<file path="src/design/tlbat_pkg.sv">
// package for the tlb address translation block
// types, constants and codes shared by the front, queue, back and top level; no dependencies
package tlbat_pkg;

    localparam int TLB_ENTRIES_DEF = 32;
    localparam int QUEUE_DEPTH = 2;

    localparam logic [63:0] MATCH_BITS = 64'hc00000ffffffe000;
    localparam logic [31:0] PMASK_BITS = 32'h01ffe000;

    typedef enum logic [2:0] {
        FLT_NONE     = 3'd0,
        FLT_ADDR     = 3'd1,
        FLT_REFILL   = 3'd2,
        FLT_INVALID  = 3'd3,
        FLT_MODIFIED = 3'd4
    } t_fault;

    typedef enum logic [1:0] {
        ACC_READ  = 2'd0,
        ACC_WRITE = 2'd1,
        ACC_FETCH = 2'd2
    } t_access;

    localparam logic OP_TRANSLATE = 1'b0;
    localparam logic OP_WRITE     = 1'b1;

    localparam logic [1:0] REG_PRIV  = 2'd0;
    localparam logic [1:0] REG_WIDE  = 2'd1;
    localparam logic [1:0] REG_ASID  = 2'd2;

    localparam logic [1:0] PRIV_KERNEL = 2'd0;
    localparam logic [1:0] PRIV_SUPER  = 2'd1;

    // classified request passed from front to back
    typedef struct packed {
        logic        is_write;
        logic        is_direct;   // unmapped, result already known
        logic        is_fault;    // address error
        logic [31:0] direct_pa;
        logic        direct_cached;
        logic [63:0] va;
        logic [1:0]  acc;
        logic [4:0]  slot;
        logic [31:0] pmask;
        logic [63:0] vpn_hi;
        logic        global_bit;
        logic [31:0] lo_even;
        logic [31:0] lo_odd;
    } t_req;

endpackage

</file>
<file path="src/design/tlbat_in_t.sv">
// input and output payload types used on the top-level channels
// depends on nothing
package tlbat_io_pkg;
    typedef struct packed {
        logic        op;
        logic [63:0] virtual_address;
        logic [1:0]  access_kind;
        logic [4:0]  entry_slot;
        logic [24:0] entry_page_mask;
        logic [63:0] entry_vpn_hi;
        logic        entry_global;
        logic [31:0] entry_lo_even;
        logic [31:0] entry_lo_odd;
    } t_in_item;

    typedef struct packed {
        logic [31:0] physical_address;
        logic        cached;
        logic [2:0]  fault;
        logic        fault_on_store;
        logic        fault_on_fetch;
        logic [63:0] bad_vpn_hi;
        logic [22:0] context_vpn;
        logic [32:0] xcontext_vpn;
    } t_out_item;
endpackage

</file>
<file path="src/design/tlbat_front.sv">
// front: segment and privilege check, classifies each request
// depends on tlbat_pkg and tlbat_io_pkg
module tlbat_front
    import tlbat_pkg::*;
    import tlbat_io_pkg::*;
(
    input  logic       i_kernel,
    input  logic       i_super,
    input  logic       i_wide,
    input  t_in_item   i_item,
    output t_req       o_req
);
    logic [63:0] va;
    logic [31:0] low;
    logic        compat;
    logic        mapped;
    logic        direct;
    logic [31:0] dpa;
    logic        dcached;
    logic [1:0]  region;

    always_comb begin
        va = i_item.virtual_address;
        low = va[31:0];
        compat = (va[63:32] == {32{low[31]}});
        region = va[63:62];
        mapped = 1'b0;
        direct = 1'b0;
        dpa = '0;
        dcached = 1'b0;
        if (compat) begin
            if (!low[31]) begin
                mapped = 1'b1;
            end else if (i_kernel && low < 32'hc0000000) begin
                direct = 1'b1;
                dpa = low & 32'h1fffffff;
                dcached = low < 32'ha0000000;
            end else if ((i_kernel || i_super) && low >= 32'hc0000000
                         && low < 32'he0000000) begin
                mapped = 1'b1;
            end else if (i_kernel && low >= 32'he0000000) begin
                mapped = 1'b1;
            end
        end else if (i_wide) begin
            case (region)
                2'd0: mapped = va <= 64'h000000ffffffffff;
                2'd1: mapped = (i_kernel || i_super) && va <= 64'h400000ffffffffff;
                2'd2: begin
                    if (i_kernel && (va & 64'h07ffffff00000000) == '0) begin
                        direct = 1'b1;
                        dpa = low;
                        dcached = va[61:59] != 3'd2;
                    end
                end
                default: mapped = i_kernel && va <= 64'hc00000ff7fffffff;
            endcase
        end
        o_req.is_write = i_item.op == OP_WRITE;
        o_req.is_direct = direct;
        o_req.is_fault = !direct && !mapped;
        o_req.direct_pa = dpa;
        o_req.direct_cached = dcached;
        o_req.va = va;
        o_req.acc = i_item.access_kind;
        o_req.slot = i_item.entry_slot;
        o_req.pmask = {7'd0, i_item.entry_page_mask} & PMASK_BITS;
        o_req.vpn_hi = i_item.entry_vpn_hi;
        o_req.global_bit = i_item.entry_global;
        o_req.lo_even = i_item.entry_lo_even;
        o_req.lo_odd = i_item.entry_lo_odd;
    end
endmodule

</file>
<file path="config.mk">
export PLATFORM = sky130hd
export DESIGN_NAME = tlbat_front
export DESIGN_NICKNAME = d
export VERILOG_FILES = /design/src/design/tlbat_pkg.sv /design/src/design/tlbat_in_t.sv /design/src/design/tlbat_front.sv
export SDC_FILE = /design/constraint.sdc
export NUM_CORES = 1
export LEC_CHECK = 0
export ABC_AREA = 1
export CAP_MARGIN = 0
export CORE_AREA = 8 8 186 188
export DETAILED_ROUTE_END_ITERATION = 8
export DIE_AREA = 0 0 194 196
export DONT_BUFFER_PORTS = 1
export SYNTH_ARGS = -nofsm -noshare
export SYNTH_HDL_FRONTEND = slang
export SYNTH_SLANG_ARGS = --single-unit
</file>
<file path="constraint.sdc">
create_clock -name vclk -period 1.3
set_input_delay 0.13 -clock vclk [all_inputs]
set_output_delay 0.13 -clock vclk [all_outputs]
set_load 0.05 [all_outputs]
</file>
---- Word level (Yosys, flattened, before mapping) ----
Cells that the tools add are included.
operators by class
  div/mod/pow operators ................... 0
  shift-type cells ........................ 0
  equality and inequality tests ........... 4
  magnitude comparators ................... 8
  $add $sub $neg .......................... 0
  muxes and demuxes ....................... 25
  reductions and logical operators ........ 13
  bitwise logic cells ..................... 0
  $mul .................................... 0
operator list
  cell                    number
  $mux W32                5
  $lt A32 B32 Y1 const B  3
  $ge A32 B32 Y1 const B  2
  $le A64 B40 Y1 const B  1
  $le A64 B63 Y1 const B  1
  $le A64 B64 Y1 const B  1
  $logic_not A64 Y1       1
  $eq A32 B32 Y1          1
  $mux W29                1
  $mux W1                 18
  $logic_and A1 B1 Y1     8
  $ne A3 B2 Y1 const B    1
  $pmux W1 S3             1
  $eq A2 B1 Y1 const B    1
  $eq A2 B2 Y1 const B    1
  $logic_not A1 Y1        2
  $logic_not A2 Y1        1
  $logic_or A1 B1 Y1      1
word-level totals
  bits in latches ......................... 0
  output and inout bits ................... 268
  input bits .............................. 229
  memories kept ........................... 0
  logic and storage cells ................. 50
  bits in registers ....................... 0
  bits in writable memories ............... 0
  memory bits (read-only) ................. 0

---- Longest topological paths before layout ----
Gate-level depths: netlist (run 1).
  depth after elaboration ................. 9
  gate-level depth with buffers ........... 12
  depth with buffers taken out ............ 10

---- Worst setup path before layout (run 1) ----
OpenSTA, ideal clock, no wires.
  path kind ............................... input port to output port
  start ................................... in i_item[213] (netlist bit)
  end ..................................... out o_req[234] (netlist bit)
  stages on the path ...................... 9
  path slack .............................. -0.479 ns
  data arrival time ....................... 1.649 ns
  buffers on the path ..................... 1
  required time ........................... 1.170 ns
  path through ............................ nor2_1 -> nand2_1 -> nor2_2 -> nand4_1 -> or2_4 -> nand2_4 -> inv_2 -> buf_2 -> nor2_1
RTL lines
  what             RTL line           source
  start, declared  tlbat_front.sv:10  input t_in_item i_item,
  end, declared    tlbat_front.sv:11  output t_req o_req

==> results.sh, run 1 <==
export IMPL_synth_seq_area_share_pct=0
export IMPL_synth_top_family_by_area="buffers and inverters"
export IMPL_route_detailed_drc=0
export IMPL_violations="setup timing"
export IMPL_syn_area_per_cell_um2=6.402
export IMPL_yosys_area_top_type="buf_4"
export IMPL_clkbuf_count=0
export IMPL_synthSimpleGateAreaFrac_pct=21.53
export IMPL_ys_warnings_count=0
export IMPL_die_area_um2=38020
export IMPL_min_path_type="input pin to output pin"
export IMPL_p_sw_share_pct=80.30
export IMPL_netlist_area_um2=2516
export IMPL_criticalPathCategory="input pin to output pin"
export IMPL_max_cap_viol_count=0
export IMPL_required_ns=1.17
export IMPL_dr_pass1_iters=4
export IMPL_tns_ns=-8.484
export IMPL_yosys_top_cells_count="buf_4 (235), nor2_1 (52), inv_1 (36)"
export IMPL_nets=458
export IMPL_sequential_cell_total=0
export IMPL_initial_core_util_pct=7.894
export IMPL_grt_max_degree=8
export IMPL_power_frac_seq_pct=0
export IMPL_syn_to_final_growth_pct=-4.177
export IMPL_finalPower_mw=0.2553
export IMPL_fill_cells=3748
export IMPL_layout_min_cycle_time_ns=1.586
export IMPL_powerDensity_nw_per_um2=105.9
export IMPL_design_core_area_um2=31880
export IMPL_hold_buffers=0
export IMPL_rsz0062_at_grt="yes"
export IMPL_die_w_um=194
export IMPL_drv_slew=0
export IMPL_wire_per_inst_um=15.91
export IMPL_antenna_found_initial=1
export IMPL_antenna_cells=0
export IMPL_synthXorXnorAreaFrac_pct=0
export IMPL_cp_end_kind="output pin"
export IMPL_switchingPower_mw=0.2050
export IMPL_clkPwrFrac_pct=0
export IMPL_num_rows=66
export IMPL_drt_total_wl_mm=10.11
export IMPL_leakagePower_nw=0.8646
export IMPL_arrival_ns=1.46
export IMPL_seqCellArea_um2=0
export IMPL_layout_drive_gt1_share_pct=51.10
export IMPL_via_count=1533
export IMPL_hpwlAfterDp_mm=8.908
export IMPL_synth_most_common_cell="buf_4"
export IMPL_port_buffers=0
export IMPL_grt_pass1_vias=1680
export IMPL_grt_overflow=0
export IMPL_fin_ws_ns=-0.2856
export IMPL_status="complete, but fails checks"
export IMPL_comb_power_share_pct=100.0
export IMPL_synthMuxAreaShare_pct=0
export IMPL_die_h_um=196
export IMPL_whs_ns=0.2600
export IMPL_multi_input_area_um2=930.9
export IMPL_crit_fanout=7
export IMPL_vias_per_cell=2.414
export IMPL_boundaryPins=497
export IMPL_start_kind="input pin"
export IMPL_synthTopCellsByArea="buf_4 (70%), nor2_1 (7.8%), inv_1 (5.4%)"
export IMPL_worst_slew_pin_slew_ns=0.6883
export IMPL_grt_pass1_wl_mm=13.39
export IMPL_ant_nets=0
export IMPL_globalRouteTotalUtil_pct=4.788
export IMPL_fmax_ghz=0.6307
export IMPL_finalSetupViolCount=35
export IMPL_synthCells=393
export IMPL_gp_congestion=0.6759
export IMPL_finalCritPeriodShare_pct=122.0
export IMPL_slew_limit_headroom_pct=54.01
export IMPL_yosysTopAreaCellShare_pct=70.11
export IMPL_utilization_pct=7.564
export IMPL_peakVddDrop_uv=44.99
export IMPL_p_int_mw=0.05030
export IMPL_synth_compound_area_share_pct=1.243
export IMPL_drt_iter0_drc=31
export IMPL_synthAdderAreaFrac_pct=0
export IMPL_hold_viol=0
export IMPL_yosys_cell_types_count=23
## timing repair
item / CTS / global route
pin swaps: 13 / 0
endpoints found under the setup margin: 35 / 35
setup buffers: 1 / 2
cloned: 1 / 0
endpoints found under the hold margin: 0 / 0
gates resized for setup: 35 / 28
## cells in the final DEF, fill, tap and decap left out, drive strengths merged, types with 2 or more instances in the layout
master / instances
nand2: 32
a21oi: 2
o21ai: 3
nor2: 65
buf: 53
nand3: 7
nand4: 3
inv: 37
conb: 20
## power groups by stage
stage / clock [mW] / sequential (mW) / combinational, mW
final: 0 / 0 / 0.255
after CTS: 0 / 0 / 0.246
after floorplan: 0 / 0 / 2.03
after global placement: 0 / 0 / 0.234
after global routing: 0 / 0 / 0.276
after detailed placement: 0 / 0 / 0.236
## worst max-delay path: stages
cell,delay [ns]
nor2_4,0.08
nand2_2,0.07
nor2_2,0.12
nand4_1,0.16
or2_4,0.29
nand2_4,0.09
inv_8,0.07
buf_12,0.15
nor2_4,0.14
buf_12,0.15
## through the flow
| stage | instances | worst slack [ns] | area (um2) |
|---|---|---|---|
| 6_report | 635 | -0.2856 | 2411 |
| 5_1_grt | 635 | -0.3811 | 2411 |
| 4_1_cts | 633 | -0.3118 | 2288 |
| 3_5_place_dp | 631 | -0.4129 | 2117 |
| 3_3_place_gp | 631 | -0.4267 | 2117 |
| 2_1_floorplan | 412 | -0.2303 | 2745 |
## cells by family (layout without fill, tap and decap cells)
kind of cell,Yosys count,count (layout)
other cells,1,20
compound gates,6,6
buf+inv,275,90
simple gates,111,111
## metal layers
metal  track usage [%]  wire length [um]  part of all wire [%]  up-vias
met2             6.424              4117                    41      277
met3             5.295              2320                    23       32
met4            0.7921               172                   1.7        4
met1             4.940              3431                    34      644
met5             1.055                64                  0.63        -
li1                  -                 -                     -      576
## worst paths after layout
kind	endpoint	depth (start not counted)	start	slack (ns)
worst min-delay path	o_req[267]	0	i_item[225]	0.26
worst max-delay path	o_req[245]	10	i_item[213]	-0.29
## cell type report
class,count,area share (%)
multi-input cells,137,38.61
well taps,408,21.17
inverters,37,6.072
repair buffers,53,34.15
No activity file was read; power rests on OpenSTA's default activity.
==> inputs of run 2 (changes only) <==
- CORE_AREA: 8 8 186 188 -> 8 8 189 191
- DIE_AREA: 0 0 194 196 -> 0 0 197 199
- SETUP_SLACK_MARGIN: default -> 0.4
==> run 2 against run 1 <==
The run still ends with setup timing left; routed wire length decreased by 6.8%; fmax rose by 1.9%; utilization decreased by 0.25 points; critical path type unchanged.
==> results.sh, run 2 (synthesis gave the netlist of run 1 again) <==
export IMPL_status="complete, but fails checks"
export IMPL_violations="setup timing"
export IMPL_hold_buffers=0
export IMPL_grt_max_degree=12
export IMPL_nets=457
export IMPL_vias_per_cell=2.276
export IMPL_slowest_stage="or2_4"
export IMPL_crit_path_frequent_cell="buf_6"
export IMPL_wire_per_inst_um=13.98
export IMPL_finalSetupViolCount=35
export IMPL_min_path_type="input pin to output pin"
export IMPL_hpwlAfterDp_mm=8.201
export IMPL_initial_core_util_pct=7.657
export IMPL_globalRouteTotalUtil_pct=4.098
export IMPL_drt_iter0_drc=34
export IMPL_cp_end_kind="output pin"
export IMPL_layout_drive_gt1_share_pct=49.12
export IMPL_whs_ns=0.2600
export IMPL_critPathBufInv=4
export IMPL_antenna_found_initial=0
export IMPL_crit_fanout=4
export IMPL_powerDensity_nw_per_um2=102.5
export IMPL_route_detailed_drc=0
export IMPL_max_cap_viol_count=0
export IMPL_die_w_um=197
export IMPL_max_stage_delay_ns=0.25
export IMPL_clkbuf_count=0
export IMPL_final_common_cell="nor2_4"
export IMPL_criticalPathCategory="input pin to output pin"
export IMPL_seqCellArea_um2=0
export IMPL_num_rows=67
export IMPL_layout_min_cycle_time_ns=1.556
export IMPL_critPathTopFamily="simple AND/OR/NAND/NOR gates"
export IMPL_drt_total_wl_mm=9.422
export IMPL_grt_overflow=0
export IMPL_gp_congestion=0.6569
export IMPL_fmax_ghz=0.6428
export IMPL_fin_ws_ns=-0.2556
export IMPL_grt_pass1_wl_mm=11.76
export IMPL_peakVddDrop_uv=41.34
export IMPL_die_area_um2=39200
export IMPL_grt_pass1_vias=1628
export IMPL_finalNonFillerCells=674
export IMPL_finalCritPeriodShare_pct=119.7
export IMPL_hold_viol=0
export IMPL_dpl_cell_count=670
export IMPL_boundaryPins=497
export IMPL_design_core_area_um2=32860
export IMPL_antenna_cells=0
export IMPL_port_buffers=0
export IMPL_crit_chain="nor2_4 -> nand2_2 -> nor2_4 -> buf_6 -> nand2_2 -> or2_4 -> buf_4 -> buf_6 -> o22ai_2 -> buf_6"
export IMPL_layout_common_cells="nor2_4 (38), inv_1 (36), buf_12 (26), nand2_1 (24), nor2_1 (21)"
export IMPL_required_ns=1.17
export IMPL_finalPower_mw=0.2465
export IMPL_pre_cts_ws_ns=-0.4684
export IMPL_dr_pass1_iters=3
export IMPL_rsz0062_at_grt="yes"
export IMPL_start_kind="input pin"
export IMPL_tns_ns=-7.582
export IMPL_ant_nets=0
export IMPL_drv_slew=0
export IMPL_die_h_um=199
export IMPL_sequential_cell_total=0
export IMPL_arrival_ns=1.43
export IMPL_leakagePower_nw=0.8500
export IMPL_multi_input_area_um2=918.4
export IMPL_via_count=1534
export IMPL_fill_cells=3908
export IMPL_syn_to_final_growth_pct=-4.426
-- run 2: cell types whose count changed in the layout (fill, tap and decap cells not counted), moves of 2 or more --
cell | before | now
nor2_1 | 17 | 21
nor2_4 | 35 | 38
nor2_2 | 13 | 6
nand3_2 | 0 | 2
-- run 2: power by group --
part	internal (mW)	leakage [nW]	switching [mW]	total (mW)
combinational	0.0469	0.850	0.200	0.247
sequential	0	0	0	0
clock	0	0	0	0
-- run 2: layout make-up --
class,instances,share of cell area (%)
inverter,37,6.087
tap,448,23.31
multi-input combinational,137,38.19
timing repair buffer,52,32.41
-- run 2: worst paths after layout --
check                        from          to  slack (ns)  cells after the start
worst max-delay path  i_item[195]  o_req[232]       -0.26                     10
worst min-delay path   i_item[30]   o_req[30]        0.26                      0
-- run 2: repair_timing --
action,CTS,global route
pin swaps,13,8
setup endpoints to repair,35,35
buffers inserted,3,1
gates resized for setup,37,17
-- run 2: routing by layer --
| layer | up-vias | wire, um | GRT usage (%) |
|---|---|---|---|
| li1 | 578 | - | - |
| met1 | 643 | 2966 | 3.819 |
| met2 | 269 | 3739 | 5.207 |
| met3 | 38 | 2315 | 5.008 |
| met4 | 6 | 225 | 1.087 |
| met5 | - | 174 | 3.571 |
-- run 2: per-stage QoR --
stage	util, %	cell area [um2]
6_report	7.318	2405
5_1_grt	7.318	2405
4_1_cts	7.063	2321
3_5_place_dp	6.572	2160
3_3_place_gp	6.572	2160
2_1_floorplan	-	2745
