[src/design/tlbat_pkg.sv]
// package for the tlb address translation block
// types, constants and codes shared by the front, queue, back and top level; no dependencies
package tlbat_pkg;

    localparam int TLB_ENTRIES_DEF = 32;
    localparam int QUEUE_DEPTH = 2;

    localparam logic [63:0] MATCH_BITS = 64'hc00000ffffffe000;
    localparam logic [31:0] PMASK_BITS = 32'h01ffe000;

    typedef enum logic [2:0] {
        FLT_NONE     = 3'd0,
        FLT_ADDR     = 3'd1,
        FLT_REFILL   = 3'd2,
        FLT_INVALID  = 3'd3,
        FLT_MODIFIED = 3'd4
    } t_fault;

    typedef enum logic [1:0] {
        ACC_READ  = 2'd0,
        ACC_WRITE = 2'd1,
        ACC_FETCH = 2'd2
    } t_access;

    localparam logic OP_TRANSLATE = 1'b0;
    localparam logic OP_WRITE     = 1'b1;

    localparam logic [1:0] REG_PRIV  = 2'd0;
    localparam logic [1:0] REG_WIDE  = 2'd1;
    localparam logic [1:0] REG_ASID  = 2'd2;

    localparam logic [1:0] PRIV_KERNEL = 2'd0;
    localparam logic [1:0] PRIV_SUPER  = 2'd1;

    // classified request passed from front to back
    typedef struct packed {
        logic        is_write;
        logic        is_direct;   // unmapped, result already known
        logic        is_fault;    // address error
        logic [31:0] direct_pa;
        logic        direct_cached;
        logic [63:0] va;
        logic [1:0]  acc;
        logic [4:0]  slot;
        logic [31:0] pmask;
        logic [63:0] vpn_hi;
        logic        global_bit;
        logic [31:0] lo_even;
        logic [31:0] lo_odd;
    } t_req;

endpackage

[src/design/tlbat_queue.sv]
// short fifo between front and back
// depends on tlbat_pkg
module tlbat_queue
    import tlbat_pkg::*;
(
    input  logic i_clk,
    input  logic i_rst_n,
    input  logic i_push,
    input  t_req i_data,
    output logic o_full,
    input  logic i_pop,
    output logic o_empty,
    output t_req o_data
);
    t_req       r_mem [QUEUE_DEPTH];
    logic       r_wp;
    logic       r_rp;
    logic [1:0] r_cnt;

    assign o_full = r_cnt == 2'(QUEUE_DEPTH);
    assign o_empty = r_cnt == 2'd0;
    assign o_data = r_mem[r_rp];

    always_ff @(posedge i_clk) begin
        if (i_push) begin
            r_mem[r_wp] <= i_data;
        end
    end

    always_ff @(posedge i_clk) begin
        if (!i_rst_n) begin
            r_wp <= 1'b0;
            r_rp <= 1'b0;
            r_cnt <= '0;
        end else begin
            if (i_push) r_wp <= ~r_wp;
            if (i_pop) r_rp <= ~r_rp;
            r_cnt <= r_cnt + 2'(i_push) - 2'(i_pop);
        end
    end
endmodule

[config.mk]
export PLATFORM = sky130hd
export DESIGN_NAME = tlbat_queue
export DESIGN_NICKNAME = d
export VERILOG_FILES = /design/src/design/tlbat_pkg.sv /design/src/design/tlbat_queue.sv
export SDC_FILE = /design/constraint.sdc
export NUM_CORES = 1
export LEC_CHECK = 0
export ABC_AREA = 1
export BUFFER_PORTS_ARGS = -buffer_cell sky130_fd_sc_hd__buf_2
export CAP_MARGIN = 20
export CORE_MARGIN = 3
export CORE_UTILIZATION = 46
export CTS_BUF_LIST = sky130_fd_sc_hd__clkbuf_16
export DETAILED_ROUTE_END_ITERATION = 8
export GPL_TIMING_DRIVEN = 0
export PLACE_DENSITY = 0.81
export RECOVER_POWER = 50
export SYNTH_ARGS = -nofsm -noshare
export SYNTH_HDL_FRONTEND = slang
export SYNTH_SLANG_ARGS = --single-unit
[constraint.sdc]
create_clock -name i_clk -period 15.2 [get_ports i_clk]
set_clock_uncertainty 0.15 [all_clocks]
set_input_delay 1.52 -clock i_clk [delete_from_list [all_inputs] [get_ports i_clk]]
set_output_delay 1.52 -clock i_clk [all_outputs]
set_load 0.01 [all_outputs]
# Word level (Yosys, flattened, before mapping)

Memory sizes are Yosys's and may differ from the RTL's. A register that Yosys moved wholly into a read port is not among the register bits.
Index checks and enable logic that the tools add are counted.

Bits in registers: 4
Bits in writable memories: 536
Input bits: 272
Output and inout port bits: 270
Word-level logic and storage cells: 14
Memories: 1

Add/subtract/negate cells: 2
Equal/unequal tests: 1
Multiplexer cells: 4
Bitwise gates (word level): 2
Reductions and logical operators: 1

Memories:

| name  | depth | width | rd ports | clocked after memory_dff | wr ports | RTL line          | text |
|---|---|---|---|---|---|---|---|
| r_mem | 2     | 268   | 1        | 1                        | 1        | tlbat_queue.sv:15 | `t_req r_mem [QUEUE_DEPTH];` |

Operators by type and width:

| kind                 | number |
|---|---|
| $mux W1              | 4 |
| $add A2 B1 Y2        | 1 |
| $eq A2 B2 Y1 const B | 1 |
| $logic_not A2 Y1     | 1 |
| $not A1 Y1           | 2 |
| $sub A2 B1 Y2        | 1 |

# Longest topological paths before layout

Gate-level depths: netlist (run 1).

Depth after elaboration: 3
Depth in mapped cells: 9
Depth with buffers taken out: 9

# Worst setup path after synthesis (run 1)

No wires, ideal clock.

Path kind: input -> register
From: input port i_push
To: memory r_mem[0][0] (netlist name), enable pin
Library setup time: 0.910 ns
Arrival time: 12.754 ns
Data required time: 14.140 ns
Path slack: 1.386 ns
Stages: 2
Buffers on the path: 0
Path through: inv_1 -> nor2_1

Cells in the longest elaborated chain, start to end: 2

RTL lines:

| what                          | RTL line          | text |
|---|---|---|
| from (decl)                   | tlbat_queue.sv:8  | `input logic i_push,` |
| $mux W1                       | tlbat_queue.sv:25 | `if (i_push) begin` |
| $mux W1 (implied by the code) | tlbat_queue.sv:26 | `r_mem[r_wp] <= i_data;` |
| to (decl)                     | tlbat_queue.sv:15 |  |

Every way passes these cells.

# Worst setup path in the final report (run 1)

From: input port i_push
To: memory r_mem[0][161] (netlist name), enable pin

The elaborated chain is that of the path after synthesis.

==> qor.txt, run 1 <==
Max Freq = 181 MHz
post-synthesis cell type count = 12
routed wire length = 44800 um
DRT Pass-1 Iters = 5
RSZ-0062 raised after global routing = no
# nets final = 1748
syn avg cell area = 23.5 um^2
gpl congestion = 0.814
worst skew pair latency = 0.56 ns
Post-Syn Nets = 1141
CTS clock-pin slew for the worst setup and hold paths = 0.06 ns
Area Overhead vs Synth = 25.3%
IO Pins = 542
setup slack, reg-to-reg = 10.53 ns
layout cell share with drive strength beyond 1 = 51.1%
clock sinks = 541
wl on met1 = 15800 um
DR DRC count = 0
final slew viol count = 118
wire per inst = 21.3 um
hold_sp = r_rp
Max Buffers Root-to-Sink = 3
Initial Util = 47.0%
mapped cell area = 20400 um^2
uppermost layer routed = met5
met2 WL post-DR = 23100 um
start point of the critical path = i_push
Seq cells post-synth = 541
Vias = 10400
Post-Syn Instances = 867
total congestion overflow = 0
Hold Slack = 0.365 ns
hold_buf cts = 0
H-Tree Depth = 2
CTS tree = done
total power = 0.00339 W
antenna violations before repair = 10
row count = 76
root buf cell = clkbuf_16
slew margin rel. = -27.2%
CP Capture Type = flip-flop
status = finished, violations left
fillcell total = 3239
sequential area share after synthesis = 79.4%
routed wl met3 = 4580 um
post-CTS resize count = 0
post-DP HPWL = 32200 um
DRT iter0 DRCs = 610
GRT Total Usage = 18.5%
leak pwr = 9.79 nW
synthesis warning total = 0
CTS buffer count = 53
worst r2r src = r_wp
CP Max Fanout = 32
Die ar. = 46900 um^2
die width = 217 um
maxcap violations = 4
clock period minus worst slack = 5.52 ns
DP Worst Slack = 11.51 ns
min setup slack post-route = 9.68 ns
Tcrit/Tclk final = 36.3%
Antenna Nets Post-Route = 0
P per Cell Area = 133 nW/um^2
setup violators final = 0
Worst Hold Class = reg -> reg
maximum VDD drop = 0.000119 V
Worst-Margin Slew = 1.91 ns
Port Buffer Count = 541
first-pass GRT wire length = 65400 um
setup bufs post-CTS = 0
Final Hold Vio Count = 0
failing checks = max-capacitance violations, max-slew violations
Critical Path AT = 5.62 ns
startpoint class of the critical path = primary input
number of global-route vias before repair = 10900
core area = 43500 um^2
CP Class = in -> reg
via/cell ratio = 4.94
Die Y = 217 um
largest net degree at the start of global routing = 126
Req. time, crit path = 15.30 ns
[power by group]
group | leakage, nW | total (W) | switching (W) | internal, W
combinational | 3.84 | 0.000353 | 0.000183 | 0.000170
sequential | 5.07 | 0.00175 | 0.0000198 | 0.00173
clock | 0.883 | 0.00128 | 0.000517 | 0.000766
[through the flow]
| stage | cells | cell area, um^2 | TNS, ns | utilization [%] |
|---|---|---|---|---|
| after floorplan | 867 | 20400 | 0 | - |
| after global placement | 1993 | 23800 | -1238.26 | 54.9 |
| after detailed placement | 2004 | 24100 | 0 | 55.4 |
| after CTS | 2099 | 25800 | 0 | 59.4 |
| after global routing | 2099 | 25600 | 0 | 58.8 |
| final | 2102 | 25600 | 0 | 58.8 |
[cells in the final DEF (no fill, tap or decap), drive strengths merged, types with 5 or more instances in the layout]
cell type,n
clkinv,20
clkbuf,201
edfxtp,536
mux2,268
buf,434
dfxtp,5
nand2,8
nor2,9
bufinv,8
inv,19
[Yosys cell counts]
master	instances	area share, %
edfxtp_1	536	79
mux2_4	201	15
mux2_2	67	3.7
buf_6	26	1.4
nor2_1	9	0.17
nand2_1	8	0.15
inv_1	7	0.13
dfxtp_1	5	0.49
buf_2	4	0.098
ha_1	2	0.12
a21oi_1	1	0.025
nand3_1	1	0.025
[cell type report]
type	count	area, um^2	share of cell area [%]
diodes	3	7.51	0.0294
plain buffers	30	313	1.22
clock buffers	53	1330	5.19
clock inverters	42	393	1.54
inverters	7	27.5	0.108
multi-input cells	289	3870	15.1
flip-flops and latches	541	16200	63.4
well taps	585	732	2.86
repair buffers	552	2700	10.6
[critical path, cell delays in order]
cell      delay, ns
clkbuf_1       0.16
inv_1          0.07
nor2_1         0.40
clkbuf_1       1.17
clkbuf_1       1.44
buf_12         0.32
buf_12         0.25
buf_12         0.23
[state kept, by name, summed over array words and instances, names as in the netlist, named ones only]
register,count
r_cnt,2
r_mem,536
r_rp,1
r_wp,1
[cell families (layout without fill, tap and decap cells)]
logic type | Yosys count | count (layout) | synth area share [%]
AOI/OAI and AO/OA | 1 | 1 | 0.0245
DFF | 541 | 541 | 79.4
adders and majority gates | 2 | 2 | 0.123
other | 0 | 3 | 0
muxes | 268 | 268 | 18.5
buffers and inverters | 37 | 684 | 1.66
and+or+nand+nor | 18 | 18 | 0.337
[worst paths after layout]
| path | to | depth (start not counted) |
|---|---|---|
| max | r_mem[0][161] | 8 |
| min | r_rp | 2 |
| max reg2reg | r_mem[0][161] | 6 |
| min reg2reg | r_rp | 2 |
[routing by layer]
metal  GRT usage [%]  up-vias
met5               0        -
met4            6.76       10
met2            32.3      454
met3            6.90       88
met1            20.9     5158
li1                -     4668
Note: power is estimated with default switching activity, not from simulation.
==> run 2: changes to the inputs <==
- ABC_AREA: 1 -> 0
- clock period: 15.2 -> 5.21 ns (I/O delays scaled with it)
==> qor.txt, run 2 <==
layout cell share with drive strength beyond 1 = 40.0% (-11 points)
synthesis warning total = 0 (unchanged)
CTS buffer count = 52 (-1.9%)
wire per inst = 23.0 um (+7.7%)
first-pass GRT wire length = 81200 um (+24%)
worst skew pair latency = 0.56 ns (about the same)
storage element area = 16200 um^2 (unchanged)
Regs by FF count = r_mem (536), r_cnt (2)
max reg flops = 536 (unchanged)
Final Instance Count excl. Fillers = 2357 (+12%)
Port Buffer Count = 541 (unchanged)
total congestion overflow = 0 (unchanged)
setup bufs post-CTS = 0 (unchanged)
clock power share = 36.5% (-1.4 points)
setup TNS = 0 ns (unchanged)
Worst Hold Class = in -> reg
Worst-Margin Slew = 1.98 ns (+0.0747 ns)
Antenna Nets Post-Route = 0 (unchanged)
Die Y = 217 um (unchanged)
routed wire length = 54100 um (+21%)
synth top area cells = edfxtp_1, mux2_4, mux2_2, buf_6, dfxtp_1
core area = 43500 um^2 (unchanged)
number of global-route vias before repair = 13200 (+21%)
P per Cell Area = 362 nW/um^2 (+170%)
area used by multi-input combinational logic = 3890 um^2 (+0.48%)
Vias = 11800 (+14%)
CTS clock-pin slew for the worst setup and hold paths = 0.06 ns (about the same)
slew margin rel. = -32.5% (-5.3 points)
RSZ-0062 raised after global routing = no
Die ar. = 46900 um^2 (unchanged)
syn avg cell area = 23.9 um^2 (+1.4%)
DR DRC count = 0 (unchanged)
Post-Syn Nets = 1129 (-1.1%)
FFs w/ async S/R, synth = 0% (unchanged)
maxcap violations = 2 (-2)
most common cell in the synthesized netlist = edfxtp_1
commonest non-fill, non-tap cell in the layout = edfxtp_1
switch share = 22.7% (+1.5 points)
Seq cells post-synth = 541 (unchanged)
final slew viol count = 38 (-68%)
Max Freq = 284 MHz
most frequent cells after synthesis = edfxtp_1, mux2_4, mux2_2, buf_6, dfxtp_1
# nets final = 2004 (+15%)
Max Buffers Root-to-Sink = 3 (unchanged)
mapped cell area = 20400 um^2 (unchanged)
Initial Util = 47.0% (unchanged)
largest area contributor in the netlist = edfxtp_1
CP Class = reg -> reg
DRT iter0 DRCs = 845 (+39%)
IO Pins = 542 (unchanged)
Seq pwr share = 50.0% (-1.7 points)
leak pwr = 10.7 nW (+9.1%)
root buf cell = clkbuf_16
EDFF count, synth = 536 (unchanged)
CP Max Fanout = 30 (-6.3%)
Req. time, crit path = 5.31 ns (-9.99 ns)
clock period minus worst slack = 3.52 ns
CP Capture Type = flip-flop
CTS tree = done
die width = 217 um (unchanged)
maximum VDD drop = 0.000324 V (+170%)
Area Overhead vs Synth = 38.2%
top_reg_cell synth = edfxtp_1
most flop-heavy register = r_mem
fillcell total = 2833 (-13%)
Inst Count DP = 1994 (-0.50%)
largest net degree at the start of global routing = 69 (-45%)
Internal Pwr Total = 0.00789 W (+200%)
sequential area share after synthesis = 79.4% (unchanged)
P_sw = 0.00232 W (+220%)
setup violators final = 0 (unchanged)
DRT Pass-1 Iters = 5 (unchanged)
post-synth top area share = 78.9% (unchanged)
post-DP HPWL = 32700 um (+1.4%)
GRT Total Usage = 22.7% (+4.2 points)
antenna violations before repair = 4 (-6)
failing checks = max-capacitance violations, max-slew violations
Post-Syn Instances = 855 (-1.4%)
startpoint class of the critical path = flip-flop
Final Hold Vio Count = 0 (unchanged)
H-Tree Depth = 2 (unchanged)
status = finished, violations left
Tcrit/Tclk final = 67.7%
Gate power share = 13.5% (+3.1 points)
clock sinks = 541 (unchanged)
commonest cells after routing, fill and taps aside = edfxtp_1, buf_2, dlygate4sd3_1, clkbuf_1, mux2_4
via/cell ratio = 5.02 (+1.7%)
row count = 76 (unchanged)
gpl congestion = 0.785 (-3.6%)
post-synthesis cell type count = 14 (+2)
Critical Path AT = 3.63 ns (-1.99 ns)
==> run 2: power groups by stage <==
stage | clock [W] | sequential (W) | combinational [W]
after global placement | 0 | 0.00521 | 0.00114
after CTS | 0.00376 | 0.00509 | 0.00138
after global routing | 0.00397 | 0.00512 | 0.00145
final | 0.00372 | 0.00510 | 0.00138
after floorplan | 0 | 0.00519 | 0.000692
after detailed placement | 0 | 0.00518 | 0.00121
==> run 2: metal layers <==
layer  track usage, %  vias up  part of all wire [%]
met5                0        -                 0.022
met4             7.97        2                   3.3
met3             5.82      114                   7.9
met2             42.0      629                    54
met1             25.4     5918                    35
li1                 -     5174                     -
==> run 2: area by class of cell <==
type,count,share of cell area [%]
Clock buffer,53,4.70
Inverter,2,0.0266
Buffer,30,1.11
Antenna cell,3,0.0266
Sequential cell,541,57.4
Tap cell,585,2.59
Timing Repair Buffer,821,19.1
Multi-Input combinational cell,282,13.8
Clock inverter,40,1.22
==> run 2: cell families after synthesis <==
group / after synthesis / synth area share, %
AO/OA/AOI/OAI: 1 / 0.0368
XOR/XNOR: 2 / 0.153
adder cells (fa/ha/maj): 2 / 0.123
buffers and inverters: 32 / 1.57
flip-flops: 541 / 79.4
multiplexers: 268 / 18.5
AND/OR/NAND/NOR: 9 / 0.264
==> run 2: repair_timing <==
action,4_1_cts,5_1_grt
endpoints found under the hold margin,533,0
gates resized for setup,0,0
hold buffers,267,0
==> run 2: stage by stage <==
step / area (um^2) / setup WS (ns) / hold WS, ns / power (W) / utilization [%]
finish: 28200 / 1.69 / 0.0844 / 0.0102 / 64.9
global placement: 23900 / -2.07 / 0.417 / 0.00636 / 54.9
CTS: 28500 / 2.41 / 0.0156 / 0.0102 / 65.6
global route: 28200 / 1.40 / 0.0580 / 0.0105 / 64.9
floorplan: 20400 / 0.0863 / 0.405 / 0.00588 / -
detailed placement: 24100 / 2.27 / 0.420 / 0.00639 / 55.6
==> run 2: worst max-delay path, cell delays in order, from the launching register on <==
cell     delay (ns)
dfxtp_1        0.33
nor2b_1        1.48
buf_12         0.31
buf_12         0.23
buf_12         0.21
buf_12         0.22
buf_12         0.22
==> run 2: path summary, 6_finish.rpt <==
kind | slack, ns | cells after the start | to | from
max | 1.69 | 6 | r_mem[0][54] | r_wp
min reg2reg | 0.44 | 2 | flip-flop | r_rp
min | 0.08 | 2 | flip-flop | i_rst_n
max reg2reg | 1.69 | 6 | r_mem[0][54] | r_wp
==> run 3: changes to the inputs <==
- clock period: 5.21 -> 3.7 ns (I/O delays scaled with it)
==> qor.txt, run 3 (same netlist as run 2, synthesis figures left out) <==
status = finished, violations left
failing checks = max-capacitance violations, max-slew violations
setup TNS = 0 ns (unchanged)
# nets final = 2008 (+0.20%)
maxcap violations = 1 (-1)
Regs by FF count = r_mem (536), r_cnt (2)
most flop-heavy register = r_mem
commonest non-fill, non-tap cell in the layout = edfxtp_1
Inst Count DP = 1994 (unchanged)
Die Y = 217 um (unchanged)
clock sinks = 541 (unchanged)
setup slack, reg-to-reg = 0.73 ns (-0.96 ns)
clock period minus worst slack = 2.97 ns (-0.553 ns)
gpl congestion = 0.785 (unchanged)
CTS clock-pin slew for the worst setup and hold paths = 0.06 ns (about the same)
Final Hold Vio Count = 0 (unchanged)
DR DRC count = 0 (unchanged)
commonest cells after routing, fill and taps aside = edfxtp_1, buf_2, dlygate4sd3_1, clkbuf_1, mux2_4
Port Buffer Count = 541 (unchanged)
worst r2r src = r_wp
via/cell ratio = 4.99 (-0.54%)
Req. time, crit path = 3.76 ns (-1.55 ns)
length in cells of the worst reg-to-reg path = 3 (-3)
startpoint class of the critical path = flip-flop
Max Freq = 337 MHz (+19%)
Max Buffers Root-to-Sink = 3 (unchanged)
wire per inst = 23.1 um (+0.76%)
DRT iter0 DRCs = 832 (-1.5%)
worst skew pair latency = 0.56 ns (about the same)
CTS tree = done
Worst-Margin Slew = 1.63 ns (-0.349 ns)
CTS buffer count = 52 (unchanged)
post-CTS resize count = 0 (unchanged)
Die ar. = 46900 um^2 (unchanged)
Antenna Nets Post-Route = 0 (unchanged)
leak pwr = 10.7 nW (+0.14%)
die width = 217 um (unchanged)
CP Max Fanout = 65 (+120%)
largest net degree at the start of global routing = 69 (unchanged)
post-DP HPWL = 32700 um (unchanged)
fillcell total = 2852 (+0.67%)
core area = 43500 um^2 (unchanged)
setup bufs post-CTS = 0 (unchanged)
max reg flops = 536 (unchanged)
H-Tree Depth = 2 (unchanged)
setup violators final = 0 (unchanged)
layout cell share with drive strength beyond 1 = 39.9% (-0.090 points)
hold-critical path depth = 3 (+1)
Initial Util = 47.0% (unchanged)
Critical Path AT = 3.03 ns (-0.60 ns)
row count = 76 (unchanged)
maximum VDD drop = 0.000437 V (+35%)
IO Pins = 542 (unchanged)
Worst Hold Class = in -> reg
number of global-route vias before repair = 13200 (+0.16%)
total power = 0.0144 W (+41%)
P per Cell Area = 510 nW/um^2 (+41%)
total congestion overflow = 0 (unchanged)
first-pass GRT wire length = 81900 um (+0.82%)
r2r endpoint = r_mem[1][142]
final slew viol count = 57 (+50%)
antenna violations before repair = 3 (-1)
start point of the critical path = r_wp
Area Overhead vs Synth = 38.3% (about the same)
sink of the worst hold path = r_cnt[0]
Hold Slack = 0.0646 ns (-0.0199 ns)
CP Capture Type = flip-flop
GRT Total Usage = 22.9% (+0.23 points)
routed wire length = 54600 um (+0.88%)
CP Class = reg -> reg
root buf cell = clkbuf_16
DRT Pass-1 Iters = 4 (-1)
hold_sp = i_push
Vias = 11800 (-0.41%)
RSZ-0062 raised after global routing = no
Tcrit/Tclk final = 80.3% (+13 points)
Final Instance Count excl. Fillers = 2360 (+0.13%)
slew margin rel. = -8.94% (+24 points)
[run 3: power breakdown]
part	switching (W)	internal (W)	total, W	leakage (nW)
registers	0.0000956	0.00709	0.00719	5.07
logic	0.000949	0.00100	0.00195	4.77
clock network	0.00226	0.00302	0.00527	0.852
[run 3: worst max-delay path by stage]
stage	cells past startpoint	slack, ns	to
CTS	5	1.05	o_data[103]
floorplan	1	-1.27	r_mem[0][0]
finish	3	0.73	r_mem[1][142]
global placement	2	-3.43	r_mem[0][85]
detailed placement	7	0.91	r_mem[0][49]
global route	3	0.52	r_mem[1][142]
[run 3: final cells by class]
| type | count | area, um^2 | share of cell area (%) |
|---|---|---|---|
| Tap cell | 585 | 732 | 2.59 |
| Clock buffer | 53 | 1330 | 4.70 |
| Sequential cell | 541 | 16200 | 57.4 |
| Antenna cell | 2 | 5.00 | 0.0177 |
| Buffer | 30 | 313 | 1.11 |
| Timing Repair Buffer | 825 | 5410 | 19.2 |
| Clock inverter | 40 | 344 | 1.22 |
| Inverter | 2 | 7.51 | 0.0266 |
| Multi-Input combinational cell | 282 | 3900 | 13.8 |
[run 3: critical path, stage by stage, from the launching register on]
cell and delay (ns):
dfxtp_1 0.39, and2_4 0.37, clkbuf_2 1.23, buf_16 0.36
[run 3: per-layer routing]
metal | vias up | part of all wire (%) | track usage, %
li1 | 5178 | - | -
met2 | 597 | 54 | 42.3
met5 | - | 0.022 | 0
met1 | 5903 | 36 | 25.9
met4 | 2 | 3.1 | 7.86
met3 | 108 | 7.4 | 5.71
[run 3: repair_timing]
action,4_1_cts,5_1_grt
endpoints found under the hold margin,541,0
hold buffers,271,0
endpoints found under the setup margin,0,0
[run 3: metrics by stage]
| stage | area [um^2] | setup WS (ns) | utilization, % |
|---|---|---|---|
| global route | 28200 | 0.525 | 65.0 |
| finish | 28200 | 0.729 | 65.0 |
| global placement | 23900 | -3.43 | 54.9 |
| CTS | 28500 | 1.05 | 65.6 |
| floorplan | 20400 | -1.27 | - |
| detailed placement | 24100 | 0.908 | 55.6 |
